===== src/sv/irpdd_pkg.sv =====
// shared constants and types for the infrared pulse-distance decoder
// no dependencies; imported by ir_pulse_distance_decoder_unit
`default_nettype none

package irpdd_pkg;

    // frame geometry
    localparam int unsigned FRAME_BITS = 33;
    localparam int unsigned POS_W      = 6;
    localparam int unsigned OUT_W      = 33;

    // field widths
    localparam int unsigned TIME_W   = 16;
    localparam int unsigned PERIOD_W = 17;
    localparam int unsigned IVL_W    = 18;
    localparam int unsigned CFG_W    = 17;
    localparam int unsigned CFG_IDX_W = 3;

    // interval value that lies outside every window
    localparam logic [IVL_W-1:0] NO_WINDOW = IVL_W'(18'h1FFFF);

    // register reset values
    localparam logic [PERIOD_W-1:0] PERIOD_RST     = PERIOD_W'(60000);
    localparam logic [TIME_W-1:0]   HEADER_MIN_RST = TIME_W'(16'hCB20);
    localparam logic [TIME_W-1:0]   HEADER_MAX_RST = TIME_W'(16'hDAC0);
    localparam logic [TIME_W-1:0]   ZERO_MIN_RST   = TIME_W'(16'h0FA0);
    localparam logic [TIME_W-1:0]   ZERO_MAX_RST   = TIME_W'(16'h1770);
    localparam logic [TIME_W-1:0]   ONE_MIN_RST    = TIME_W'(16'h20D0);
    localparam logic [TIME_W-1:0]   ONE_MAX_RST    = TIME_W'(16'h2580);

    // configuration register indexes
    typedef enum logic [CFG_IDX_W-1:0] {
        CFG_TIMER_PERIOD = 3'd0,
        CFG_HEADER_MIN   = 3'd1,
        CFG_HEADER_MAX   = 3'd2,
        CFG_ZERO_MIN     = 3'd3,
        CFG_ZERO_MAX     = 3'd4,
        CFG_ONE_MIN      = 3'd5,
        CFG_ONE_MAX      = 3'd6
    } t_cfg_idx;

endpackage : irpdd_pkg

`default_nettype wire


===== src/sv/ir_pulse_distance_decoder_unit.sv =====
// top level of the infrared pulse-distance decoder
// depends on irpdd_pkg for widths, reset values and register indexes
//
// Usage: each input item is a 16-bit timer capture taken at an edge of the
// infrared receiver. The block measures the interval since the previous
// capture modulo timer_period, waits for a header interval, then decodes
// FRAME_BITS intervals as zero or one bits and emits the frame as one item
// on the output channel (first bit in bit 0).
// Channels: input i_valid / o_stall, output o_valid / i_stall. An item moves
// at a clock edge with valid high and stall low.
// Throughput: one item per cycle while o_stall is low. The decode is one pass of compare logic
// between the input register and the result register.
// Order: a frame item appears on o_valid from the output register, loaded
// when the capture that closes the frame is decoded from the input register.
// Stall: while a result waits in the output register, the input register
// keeps taking and decoding items; o_stall rises only when the held item
// would itself close a frame and the output register is still held.
// Reset (synchronous, active low): registers return to their reset values,
// the decoder waits for a header, last capture and stored bits clear. The user
// must write configuration through i_cfg_we / i_cfg_index / i_cfg_data only
// while the block is idle (not enforced); indexes beyond the list are ignored.
`default_nettype none

module ir_pulse_distance_decoder_unit (
    input  wire logic                            i_clk,
    input  wire logic                            i_rst_n,
    // capture channel
    input  wire logic                            i_valid,
    output logic                                 o_stall,
    input  wire logic [irpdd_pkg::TIME_W-1:0]    i_capture_time,
    // frame channel
    output logic                                 o_valid,
    input  wire logic                            i_stall,
    output logic [irpdd_pkg::OUT_W-1:0]          o_frame_bits,
    // configuration write port
    input  wire logic                            i_cfg_we,
    input  wire logic [irpdd_pkg::CFG_IDX_W-1:0] i_cfg_index,
    input  wire logic [irpdd_pkg::CFG_W-1:0]     i_cfg_data
);
    import irpdd_pkg::*;

    // configuration registers
    logic [PERIOD_W-1:0] r_timer_period;
    logic [TIME_W-1:0]   r_header_min, r_header_max;
    logic [TIME_W-1:0]   r_zero_min, r_zero_max;
    logic [TIME_W-1:0]   r_one_min, r_one_max;

    // input register
    logic              r_in_valid;
    logic [TIME_W-1:0] r_in_capture;

    // decoder state
    logic [TIME_W-1:0]     r_last_capture;
    logic                  r_in_frame;
    logic [POS_W-1:0]      r_bit_position;
    logic [FRAME_BITS-1:0] r_bit_store;

    // output register
    logic             r_out_valid;
    logic [OUT_W-1:0] r_out_bits;

    logic [IVL_W-1:0]      interval;
    logic [IVL_W-1:0]      wrap_sum;
    logic                  hit_header, hit_zero, hit_one;
    logic                  frame_done, out_free, proc, in_accept;
    logic [FRAME_BITS-1:0] n_bit_store;

    // configuration writes
    always_ff @(posedge i_clk) begin
        if (!i_rst_n) begin
            r_timer_period <= PERIOD_RST;
            r_header_min   <= HEADER_MIN_RST;
            r_header_max   <= HEADER_MAX_RST;
            r_zero_min     <= ZERO_MIN_RST;
            r_zero_max     <= ZERO_MAX_RST;
            r_one_min      <= ONE_MIN_RST;
            r_one_max      <= ONE_MAX_RST;
        end else if (i_cfg_we) begin
            unique case (t_cfg_idx'(i_cfg_index))
                CFG_TIMER_PERIOD: r_timer_period <= i_cfg_data[PERIOD_W-1:0];
                CFG_HEADER_MIN:   r_header_min   <= i_cfg_data[TIME_W-1:0];
                CFG_HEADER_MAX:   r_header_max   <= i_cfg_data[TIME_W-1:0];
                CFG_ZERO_MIN:     r_zero_min     <= i_cfg_data[TIME_W-1:0];
                CFG_ZERO_MAX:     r_zero_max     <= i_cfg_data[TIME_W-1:0];
                CFG_ONE_MIN:      r_one_min      <= i_cfg_data[TIME_W-1:0];
                CFG_ONE_MAX:      r_one_max      <= i_cfg_data[TIME_W-1:0];
                default: ;
            endcase
        end
    end

    // interval since the previous capture, modulo the timer period
    assign wrap_sum = IVL_W'(r_timer_period) + IVL_W'(r_in_capture);
    always_comb begin
        priority if (r_in_capture > r_last_capture) begin
            interval = IVL_W'(r_in_capture) - IVL_W'(r_last_capture);
        end else if (wrap_sum >= IVL_W'(r_last_capture)) begin
            interval = wrap_sum - IVL_W'(r_last_capture);
        end else begin
            interval = NO_WINDOW;
        end
    end

    // window matches, inclusive at both ends
    assign hit_header = (interval >= IVL_W'(r_header_min)) &&
                        (interval <= IVL_W'(r_header_max));
    assign hit_zero   = (interval >= IVL_W'(r_zero_min)) &&
                        (interval <= IVL_W'(r_zero_max));
    assign hit_one    = (interval >= IVL_W'(r_one_min)) &&
                        (interval <= IVL_W'(r_one_max));

    // bit store update; zero window wins, unmatched keeps the old bit
    always_comb begin
        n_bit_store = r_bit_store;
        for (int k = 0; k < FRAME_BITS; k++) begin
            if (r_bit_position == POS_W'(k)) begin
                priority if (hit_zero) begin
                    n_bit_store[k] = 1'b0;
                end else if (hit_one) begin
                    n_bit_store[k] = 1'b1;
                end else begin
                    n_bit_store[k] = r_bit_store[k];
                end
            end
        end
    end

    // handshake control
    assign frame_done = r_in_frame && (r_bit_position == POS_W'(FRAME_BITS - 1));
    assign out_free   = !r_out_valid || !i_stall;
    assign proc       = r_in_valid && (!frame_done || out_free);
    assign o_stall    = r_in_valid && !proc;
    assign in_accept  = i_valid && !o_stall;

    // input register
    always_ff @(posedge i_clk) begin
        if (!i_rst_n) begin
            r_in_valid <= 1'b0;
        end else if (in_accept) begin
            r_in_valid <= 1'b1;
        end else if (proc) begin
            r_in_valid <= 1'b0;
        end
    end

    always_ff @(posedge i_clk) begin
        if (in_accept) begin
            r_in_capture <= i_capture_time;
        end
    end

    // decoder state
    always_ff @(posedge i_clk) begin
        if (!i_rst_n) begin
            r_last_capture <= '0;
            r_in_frame     <= 1'b0;
            r_bit_position <= '0;
            r_bit_store    <= '0;
        end else if (proc) begin
            r_last_capture <= r_in_capture;
            if (!r_in_frame) begin
                if (hit_header) begin
                    r_in_frame     <= 1'b1;
                    r_bit_position <= '0;
                end
            end else begin
                r_bit_store <= n_bit_store;
                if (frame_done) begin
                    r_in_frame     <= 1'b0;
                    r_bit_position <= '0;
                end else begin
                    r_bit_position <= r_bit_position + POS_W'(1);
                end
            end
        end
    end

    // output register
    always_ff @(posedge i_clk) begin
        if (!i_rst_n) begin
            r_out_valid <= 1'b0;
        end else if (proc && frame_done) begin
            r_out_valid <= 1'b1;
        end else if (!i_stall) begin
            r_out_valid <= 1'b0;
        end
    end

    always_ff @(posedge i_clk) begin
        if (proc && frame_done) begin
            r_out_bits <= OUT_W'(n_bit_store);
        end
    end

    assign o_valid      = r_out_valid;
    assign o_frame_bits = r_out_bits;

    // idle decoder keeps the bit index at zero
    a_idle_pos: assert property (@(posedge i_clk) disable iff (!i_rst_n)
        !r_in_frame |-> r_bit_position == '0)
        else $error("bit index nonzero while waiting for header");

    // bit index stays inside the frame
    a_pos_range: assert property (@(posedge i_clk) disable iff (!i_rst_n)
        r_bit_position < POS_W'(FRAME_BITS))
        else $error("bit index beyond frame length");

    // a new result follows only the last bit of a frame
    a_result_src: assert property (@(posedge i_clk) disable iff (!i_rst_n)
        (proc && frame_done) |=> (r_out_valid && !r_in_frame))
        else $error("frame end did not load the output register");

    // stalling the input only with a held item and a blocked result
    a_stall_cause: assert property (@(posedge i_clk) disable iff (!i_rst_n)
        o_stall |-> (r_in_valid && frame_done && r_out_valid && i_stall))
        else $error("input stalled without a blocked frame result");

endmodule : ir_pulse_distance_decoder_unit

`default_nettype wire

===== config.mk =====
export PLATFORM = sky130hd
export DESIGN_NAME = ir_pulse_distance_decoder_unit
export DESIGN_NICKNAME = d
export VERILOG_FILES = /design/src/sv/irpdd_pkg.sv /design/src/sv/ir_pulse_distance_decoder_unit.sv
export SDC_FILE = /design/constraint.sdc
export NUM_CORES = 1
export LEC_CHECK = 0
export ABC_CLOCK_PERIOD_IN_PS = 6200
export BUFFER_PORTS_ARGS = -buffer_cell sky130_fd_sc_hd__buf_2
export CAP_MARGIN = 5
export CELL_PAD_IN_SITES_DETAIL_PLACEMENT = 2
export CELL_PAD_IN_SITES_GLOBAL_PLACEMENT = 2
export CORE_MARGIN = 4
export CORE_UTILIZATION = 34
export CTS_CLUSTER_DIAMETER = 60
export DETAILED_ROUTE_END_ITERATION = 10
export MAX_ROUTING_LAYER = met4
export PLACE_DENSITY = 0.83
export SYNTH_ARGS = -nofsm -noshare
export SYNTH_HDL_FRONTEND = slang
export SYNTH_SLANG_ARGS = --single-unit

===== constraint.sdc =====
create_clock -name i_clk -period 6.2 [get_ports i_clk]
set_input_delay 0.62 -clock i_clk [delete_from_list [all_inputs] [get_ports i_clk]]
set_output_delay 0.62 -clock i_clk [all_outputs]
set_load 0.01 [all_outputs]

==> results.sh, run 1 <==
export IMPL_whs_endpoint="r_in_capture[0]"
export IMPL_vias_per_cell=6.10
export IMPL_timing_rr_end="r_bit_store[22]"
export IMPL_dieArea_um2=43200
export IMPL_min_path_type="input port to register"
export IMPL_grt_overflow_total=0
export IMPL_io_buffers=75
export IMPL_power_density_nw_per_um2=358
export IMPL_p_leak_nw=6.78
export IMPL_status="complete, but fails checks"
export IMPL_r2r_slack_ps=-750
export IMPL_root_buffer="clkbuf_16"
export IMPL_antenna_left=0
export IMPL_drive_gt1_share_pct=22.7
export IMPL_maxCapViolations=0
export IMPL_yosys_area_share_simple_pct=19.7
export IMPL_fp_dieH_um=208
export IMPL_drt_iter0_drc=957
export IMPL_max_clock_freq_mhz=144
export IMPL_fin_area_um2=17600
export IMPL_relSlewSlack_pct=18.5
export IMPL_ios=76
export IMPL_synth_compound_area_share_pct=21.6
export IMPL_yosysWarnings=0
export IMPL_synth_xor_area_share_pct=2.51
export IMPL_skew_ps=27.3
export IMPL_period_share_pct=112
export IMPL_synth_cells=1668
export IMPL_grt_pass1_vias=15700
export IMPL_slew_viol_final=0
export IMPL_area_delta_synth_final_pct=29.3
export IMPL_worstSetupPathType="register to register"
export IMPL_grt_pass1_wl_mm=91.5
export IMPL_rsz0062_at_grt="true"
export IMPL_comb_power_share_pct=45.7
export IMPL_clock_sinks=220
export IMPL_die_x_um=208
export IMPL_fin_crit_ps=6950
export IMPL_synth_fp_nets=1860
export IMPL_synthTopCellsByArea="dfxtp_1, ha_1, edfxtp_1"
export IMPL_grt_max_degree=79
export IMPL_rows=72
export IMPL_seqPwrFrac_pct=24.3
export IMPL_place_area_um2=15100
export IMPL_numCtsBuffers=30
export IMPL_yosysTopAreaCell="dfxtp_1"
export IMPL_core_um2=39100
export IMPL_ys_types=61
export IMPL_required_ps=6670
export IMPL_cts_tree="yes"
export IMPL_finalWeightedCongestion=0.898
export IMPL_fin_nets=2033
export IMPL_place_hpwl_mm=35.5
export IMPL_worstHoldPathCells=1
export IMPL_yosys_area_share_adder_pct=14.1
export IMPL_ys_flop_type="dfxtp_1"
export IMPL_p_switching_mw=2.52
export IMPL_track_usage_pct=27.0
export IMPL_hold_path_startpoint="i_capture_time[0]"
export IMPL_worst_slew_pin_slew_ps=1220
export IMPL_setup_viol=73
export IMPL_netlist_area_um2=13600
export IMPL_synth_edf_count=49
export IMPL_antenna_cells=0
export IMPL_place_inst=2271
export IMPL_vdd_ir_drop_max_mv=0.212
export IMPL_synthMuxAreaShare_pct=0
export IMPL_timing_final_hold_violations=0
export IMPL_drtPass1Iterations=5
export IMPL_ys_ff_latch=220
export IMPL_startpoint_type="register"
export IMPL_path_max_fanout=7
export IMPL_r2r_cells=26
export IMPL_final_cells=2382
export IMPL_synth_top_family_by_area="compound AO/OA/AOI/OAI gates"
export IMPL_clkLatencyLatePin_ps=600
export IMPL_power_frac_clock_pct=30.0
export IMPL_drt_wirelength_per_cell_um=29.3
export IMPL_cts_buffer_depth=3
export IMPL_ys_seq_area_share_pct=36.0
export IMPL_p_int_mw=3.77
export IMPL_swShare_pct=40.0
export IMPL_synth_top_area_share_pct=25.2
export IMPL_start_util_pct=34.7
export IMPL_antenna_found_initial=0
export IMPL_cp_end_kind="register"
export IMPL_cts_htree_levels=1
export IMPL_synthArstFlopShare_pct=0
export IMPL_drc=0
export IMPL_avgSynthCellArea_um2=8.14
export IMPL_arrival_ps=7420
export IMPL_via_count=14500
export IMPL_r2r_start="r_in_capture[2]"
export IMPL_wirelength_mm=69.9
export IMPL_violations="negative setup slack"
export IMPL_setup_ws_ps=-750
export IMPL_cts_clk_slew_worst_paths_ps=60
-- worst max-delay path, stage by stage, from the launching register on --
cell,delay (ps)
edfxtp_1,440
ha_4,330
nand3_1,120
nand2_2,130
a31oi_4,100
buf_6,140
o21bai_1,230
a21oi_2,110
xnor2_1,140
ha_1,380
o21a_1,180
a21oi_2,200
a21bo_4,280
a21oi_4,180
a31oi_2,140
a211o_1,320
buf_6,180
buf_4,150
a31oi_1,370
ha_1,230
nand4_1,250
nor4_2,520
nand2_1,230
a221o_1,410
or4_4,610
clkbuf_16,210
o221a_1,240
-- final cells by class --
class	count	area [um^2]
Multi-Input combinational cell	1235	8750
Clock inverter	14	190
Fill cell	4247	21500
Timing Repair Buffer	225	1750
Inverter	129	487
Tap cell	518	648
Clock buffer	41	843
Sequential cell	220	4900
-- synth_stat cells, types with 4 or more instances --
master / n
a21oi_1: 193
nand4_1: 13
ha_1: 148
nand2b_1: 19
o21ai_0: 43
edfxtp_1: 49
and3_1: 6
a21o_1: 18
xor2_1: 13
and4_1: 5
clkbuf_1: 75
o21bai_1: 4
a211oi_1: 7
a41oi_1: 36
buf_1: 4
o21a_1: 18
xnor2_1: 26
dfxtp_1: 171
o21ai_1: 6
o221a_1: 31
nor2b_1: 19
nor3_1: 43
a31oi_1: 22
nor2_1: 96
or3_1: 36
and2_1: 11
o211ai_1: 41
nand3_1: 30
inv_1: 127
nand2_1: 307
-- cell families (layout without fill, tap and decap cells) --
logic type      after synthesis  in the layout
simple gates                599            599
compound gates              446            446
flops                       220            220
buf+inv                     213            409
fa+ha+maj                   151            151
xor+xnor                     39             39
-- worst max-delay path by stage --
stage	startpoint	endpoint	slack, ps	cells past startpoint
after global routing	r_in_capture[0]	r_bit_store[22]	-870	27
final	r_in_capture[2]	r_bit_store[22]	-750	26
after detailed placement	r_in_capture[2]	r_bit_store[29]	-480	31
after floorplan	r_in_capture[4]	o_frame_bits[10]	7	29
after CTS	r_in_capture[2]	r_bit_store[16]	-30	30
after global placement	r_in_capture[2]	r_bit_position[0]	-220	31
-- cell usage in the layout, fill, tap and decap left out, drive strengths merged, types with 31 or more instances in the layout --
cell type and count:
o221a 31, o21ai 49, edfxtp 49, clkbuf 46, nand2 307, nor2 96
dfxtp 171, inv 132, buf 220, a21oi 195, or3 36, a41oi 36
o211ai 41, nor3 44, ha 148
-- power groups by stage --
stage / clock network, mW / registers, mW / logic, mW
finish: 1.89 / 1.53 / 2.88
global route: 1.96 / 1.53 / 3.00
CTS: 1.86 / 1.52 / 2.09
detailed placement: 0 / 1.55 / 1.88
global placement: 0 / 1.55 / 1.76
floorplan: 0 / 1.54 / 1.12
-- per-layer routing --
| metal | GRT usage (%) | share of wire (%) |
|---|---|---|
| met4 | 13.2 | 7.6 |
| met5 | - | 0 |
| met3 | 4.19 | 5.3 |
| met1 | 29.0 | 36 |
| met2 | 48.5 | 51 |
-- metrics by stage --
stage	TNS, ps	power [mW]	setup slack, ps	hold WS, ps	utilization [%]
final	-46070	6.29	-750	206	44.9
after global routing	-56070	6.49	-867	198	44.9
after CTS	-419	5.48	-31.8	202	42.5
after detailed placement	-26700	3.43	-479	449	38.6
after global placement	-7140	3.31	-219	442	38.6
after floorplan	0	2.66	6.59	436	-
-- repair_timing --
item | 4_1_cts | 5_1_grt
setup endpoints to repair | 73 | 73
pin swaps | 29 | 40
buffers inserted | 23 | 23
resized for setup | 67 | 128
cloned | 1 | 9
hold buffers | 0 | 0
Power figures use the tool's default switching activity.
==> inputs of run 2 (changes only) <==
- GPL_ROUTABILITY_DRIVEN: unset -> 0
- GPL_TIMING_DRIVEN: unset -> 0
- PLACE_DENSITY: 0.83 -> 0.77
==> results.sh, run 2 (synthesis gave the netlist of run 1 again) <==
export IMPL_status="complete, but fails checks"
export IMPL_violations="negative setup slack"
export IMPL_p_int_mw=3.52
export IMPL_cts_htree_levels=2
export IMPL_setup_ws_ps=-521
export IMPL_drc=0
export IMPL_cp_end_kind="register"
export IMPL_start_util_pct=34.7
export IMPL_grt_max_degree=35
export IMPL_grt_overflow_total=0
export IMPL_fin_crit_ps=6720
export IMPL_fin_area_um2=17200
export IMPL_layout_common_cells="nand2_1, dfxtp_1, a21oi_1"
export IMPL_drt_wirelength_per_cell_um=22.9
export IMPL_crit_buf_inv=2
export IMPL_timing_final_hold_violations=0
export IMPL_worst_slew_pin_slew_ps=1150
export IMPL_max_clock_freq_mhz=149
export IMPL_path_max_fanout=7
export IMPL_cts_buffer_depth=3
export IMPL_rows=72
export IMPL_seqPwrFrac_pct=26.8
export IMPL_fin_nets=2029
export IMPL_grt_pass1_vias=14900
export IMPL_comb_power_share_pct=41.1
export IMPL_timing_rr_end="r_bit_store[28]"
export IMPL_place_area_um2=14700
export IMPL_clock_sinks=220
export IMPL_met1_usage_pct=28.3
export IMPL_ios=76
export IMPL_skew_ps=17.4
export IMPL_r2r_cells=30
export IMPL_fp_dieH_um=208
export IMPL_whs_endpoint="r_in_capture[11]"
export IMPL_grt_use_met2_pct=43.9
export IMPL_maxCapViolations=0
export IMPL_rsz0062_at_grt="true"
export IMPL_place_hpwl_mm=38.3
export IMPL_dpl_worst_slack_ps=-2610
export IMPL_track_usage_pct=24.5
export IMPL_required_ps=6620
export IMPL_numCtsBuffers=34
export IMPL_die_x_um=208
export IMPL_worstSetupPathType="register to register"
export IMPL_vdd_ir_drop_max_mv=0.169
export IMPL_root_buffer="clkbuf_16"
export IMPL_drt_iter0_drc=542
export IMPL_drive_gt1_share_pct=18.0
export IMPL_antenna_found_initial=0
export IMPL_max_stage_delay_ps=560
export IMPL_hold_path_startpoint="i_capture_time[11]"
export IMPL_use_met3_pct=3.04
export IMPL_cts_hold_fix_buffers=0
export IMPL_core_um2=39100
export IMPL_worstHoldPathCells=1
export IMPL_io_buffers=72
export IMPL_setup_viol=66
export IMPL_clkLatencyLatePin_ps=540
export IMPL_cts_tree="yes"
export IMPL_power_frac_clock_pct=32.1
export IMPL_area_delta_synth_final_pct=27.0
export IMPL_cpMaxStageDelayCell="or4_4"
export IMPL_mostFrequentLayoutCell="nand2_1"
export IMPL_dieArea_um2=43200
export IMPL_slew_viol_final=0
export IMPL_r2r_slack_ps=-520
export IMPL_cts_clk_slew_worst_paths_ps=50
export IMPL_vias_per_cell=5.56
export IMPL_grt_pass1_wl_mm=83.0
export IMPL_p_leak_nw=6.48
export IMPL_startpoint_type="register"
export IMPL_arrival_ps=7140
export IMPL_swShare_pct=38.1
export IMPL_relSlewSlack_pct=23.0
export IMPL_r2r_start="r_in_capture[1]"
export IMPL_p_switching_mw=2.16
export IMPL_antenna_left=0
export IMPL_cp_top_family="compound AO/OA/AOI/OAI gates"
export IMPL_antenna_cells=0
export IMPL_power_density_nw_per_um2=329
export IMPL_fillCellCount=4371
export IMPL_via_count=13200
export IMPL_grt_busiest_layer="met2"
export IMPL_min_path_type="input port to register"
export IMPL_period_share_pct=108
export IMPL_power_mw=5.68
export IMPL_wirelength_mm=54.6
export IMPL_drtPass1Iterations=6
run 2: changes by cell type in the layout (fill, tap and decap cells not counted), sizes merged:
cell,delta
buf,-77
bufinv,-4
clkbuf,+76
clkinv,+2
clkinvlp,+3
inv,-2
run 2: routing by layer:
metal / wire [um] / share of wire [%] / up-vias
met5: 0 / 0 / -
met4: 1720 / 3.1 / 0
met3: 1590 / 2.9 / 109
met2: 28300 / 52 / 209
met1: 23000 / 42 / 6636
li1: - / - / 6267
run 2: worst max path at each step:
stage	start	end	slack [ps]	cells past startpoint
final	r_in_capture[1]	r_bit_store[28]	-520	30
after global routing	r_in_capture[1]	r_bit_store[14]	-750	31
after CTS	r_in_capture[2]	r_bit_store[2]	-340	31
after detailed placement	r_in_capture[4]	o_frame_bits[17]	-2610	29
after global placement	r_in_capture[4]	o_frame_bits[9]	-2190	29
after floorplan	r_in_capture[4]	o_frame_bits[10]	7	29
run 2: what timing repair did:
action                                  4_1_cts  5_1_grt
setup buffers                                33       22
endpoints found under the hold margin         0        0
gates resized for setup                     128       81
cloned                                        3        3
endpoints found under the setup margin       73       73
pin swaps                                    32       27
run 2: final cells by class:
cell class	count	area (um^2)	share of cell area, %
Multi-Input combinational cell	1235	8760	50.8
Tap cell	518	648	3.76
Clock inverter	13	85.1	0.493
Inverter	129	485	2.81
Clock buffer	48	965	5.59
Buffer	83	460	2.67
Sequential cell	220	4890	28.4
Timing Repair Buffer	134	948	5.50
run 2: power groups by stage:
stage	Clock (mW)	Sequential [mW]	Combinational (mW)
final	1.82	1.52	2.33
after global routing	1.93	1.53	2.53
after CTS	1.86	1.52	2.07
after detailed placement	0	1.55	1.67
after global placement	0	1.55	1.58
after floorplan	0	1.54	1.12
run 2: stage by stage:
step	TNS (ps)	instances	hold slack, ps	utilization (%)
global route	-45110	2380	245	44.1
global placement	-123270	2258	443	37.4
detailed placement	-147880	2260	449	37.6
finish	-31730	2380	260	44.1
floorplan	0	1668	436	-
CTS	-19860	2357	234	42.6
==> inputs of run 3 (changes only) <==
- SKIP_LAST_GASP: unset -> 1
==> results.sh, run 3 (synthesis gave the netlist of run 1 again) <==
export IMPL_worst_slew_pin_slew_ps=1160
export IMPL_timing_final_hold_violations=0
export IMPL_seqCellArea_um2=4890
export IMPL_fin_crit_ps=6660
export IMPL_vias_per_cell=5.58
export IMPL_drt_iter0_drc=511
export IMPL_drtPass1Iterations=5
export IMPL_cts_hold_fix_buffers=0
export IMPL_period_share_pct=107
export IMPL_fin_nets=2023
export IMPL_violations="negative setup slack"
export IMPL_slew_viol_final=0
export IMPL_max_stage_delay_ps=480
export IMPL_mostFrequentLayoutCell="nand2_1"
export IMPL_skew_ps=16.2
export IMPL_layout_common_cells="nand2_1, dfxtp_1, a21oi_1"
export IMPL_relSlewSlack_pct=22.3
export IMPL_power_density_nw_per_um2=331
export IMPL_grt_pass1_wl_mm=83.0
export IMPL_die_x_um=208
export IMPL_setup_tns_ps=-26720
export IMPL_path_max_fanout=10
export IMPL_drt_wirelength_per_cell_um=22.8
export IMPL_setup_viol=67
export IMPL_grt_overflow_total=0
export IMPL_multi_input_area_um2=8560
export IMPL_r2r_start="r_in_capture[1]"
export IMPL_arrival_ps=7080
export IMPL_cts_tree="yes"
export IMPL_worstSetupPathType="register to register"
export IMPL_antenna_cells=0
export IMPL_final_cells=2374
export IMPL_core_um2=39100
export IMPL_grt_max_degree=35
export IMPL_antenna_left=0
export IMPL_p_leak_nw=6.41
export IMPL_startpoint_type="register"
export IMPL_numCtsBuffers=34
export IMPL_clock_sinks=220
export IMPL_root_buffer="clkbuf_16"
export IMPL_track_usage_pct=24.5
export IMPL_cts_buffer_depth=3
export IMPL_wirelength_mm=54.2
export IMPL_area_delta_synth_final_pct=24.8
export IMPL_max_clock_freq_mhz=150
export IMPL_io_buffers=72
export IMPL_place_hpwl_mm=38.3
export IMPL_vdd_ir_drop_max_mv=0.171
export IMPL_setup_ws_ps=-460
export IMPL_grt_pass1_vias=14900
export IMPL_drive_gt1_share_pct=16.2
export IMPL_maxCapViolations=0
export IMPL_whs_endpoint="r_in_capture[9]"
export IMPL_cts_htree_levels=2
export IMPL_dpl_worst_slack_ps=-2610
export IMPL_place_inst=2260
export IMPL_dieArea_um2=43200
export IMPL_rsz0062_at_grt="true"
export IMPL_required_ps=6620
export IMPL_timing_rr_end="r_bit_store[30]"
export IMPL_min_path_type="input port to register"
export IMPL_cpMaxStageDelayCell="or4_4"
export IMPL_crit_buf_inv=3
export IMPL_r2r_cells=31
export IMPL_cp_end_kind="register"
export IMPL_fp_dieH_um=208
export IMPL_fillCellCount=4403
export IMPL_ios=76
export IMPL_via_count=13300
export IMPL_hold_path_startpoint="i_capture_time[9]"
export IMPL_start_util_pct=34.7
export IMPL_cts_clk_slew_worst_paths_ps=60
export IMPL_cp_startpoint="r_in_capture[1]"
export IMPL_clkLatencyLatePin_ps=540
export IMPL_antenna_found_initial=0
export IMPL_r2r_slack_ps=-460
export IMPL_cp_top_family="compound AO/OA/AOI/OAI gates"
export IMPL_worstHoldPathCells=1
export IMPL_status="complete, but fails checks"
export IMPL_rows=72
export IMPL_drc=0
run 3: through the flow:
stage               hold slack, ps  cell area [um^2]  total power [mW]  util, %
finish                         260             17000              5.61     43.4
global route                   245             17000              5.92     43.4
CTS                            234             16600              5.45     42.5
detailed placement             449             14700              3.22     37.6
global placement               443             14600              3.13     37.4
floorplan                      436             13600              2.66        -
run 3: per-layer routing:
layer / vias to the layer above / share of wire [%] / global-route usage (%) / wire length (um)
li1: 6263 / - / - / -
met1: 6637 / 42 / 28.2 / 22700
met2: 226 / 51 / 44.0 / 27800
met3: 124 / 3.1 / 3.02 / 1660
met4: 0 / 3.7 / 8.40 / 2020
met5: - / 0 / - / 0
run 3: worst register-to-register path: cells and delay by family, from the launching register on:
kind            cells  cell delay (ps)
simple gates        8             1490
flops               1              450
compound gates     16             3150
fa+ha+maj           3              890
buf+inv             3              510
xor+xnor            1              100
run 3: worst max path at each step:
stage / cells past startpoint / end / slack (ps)
after global routing: 31 / r_bit_store[22] / -660
after detailed placement: 29 / o_frame_bits[17] / -2610
final: 31 / r_bit_store[30] / -460
after floorplan: 29 / o_frame_bits[10] / 7
after CTS: 31 / r_bit_store[2] / -340
after global placement: 29 / o_frame_bits[9] / -2190
run 3: where the power goes:
part	switching (mW)	total, mW	internal [mW]	leakage (nW)
Sequential	0.0250	1.52	1.50	1.85
Clock	0.730	1.82	1.09	0.506
Combinational	1.37	2.27	0.897	4.05
run 3: layout make-up:
cell class	instances	share of cell area [%]
sequential	220	28.9
inverter	129	2.87
tap	518	3.82
timing repair buffer	128	5.12
multi-input combinational	1235	50.5
clock inverter	13	0.502
buffer	83	2.63
clock buffer	48	5.69
run 3: what timing repair did:
action / in CTS / in global routing
pin swaps: 32 / 29
buffers inserted: 33 / 19
cloned: 3 / 1
setup endpoints to repair: 73 / 73
resized for setup: 123 / 45
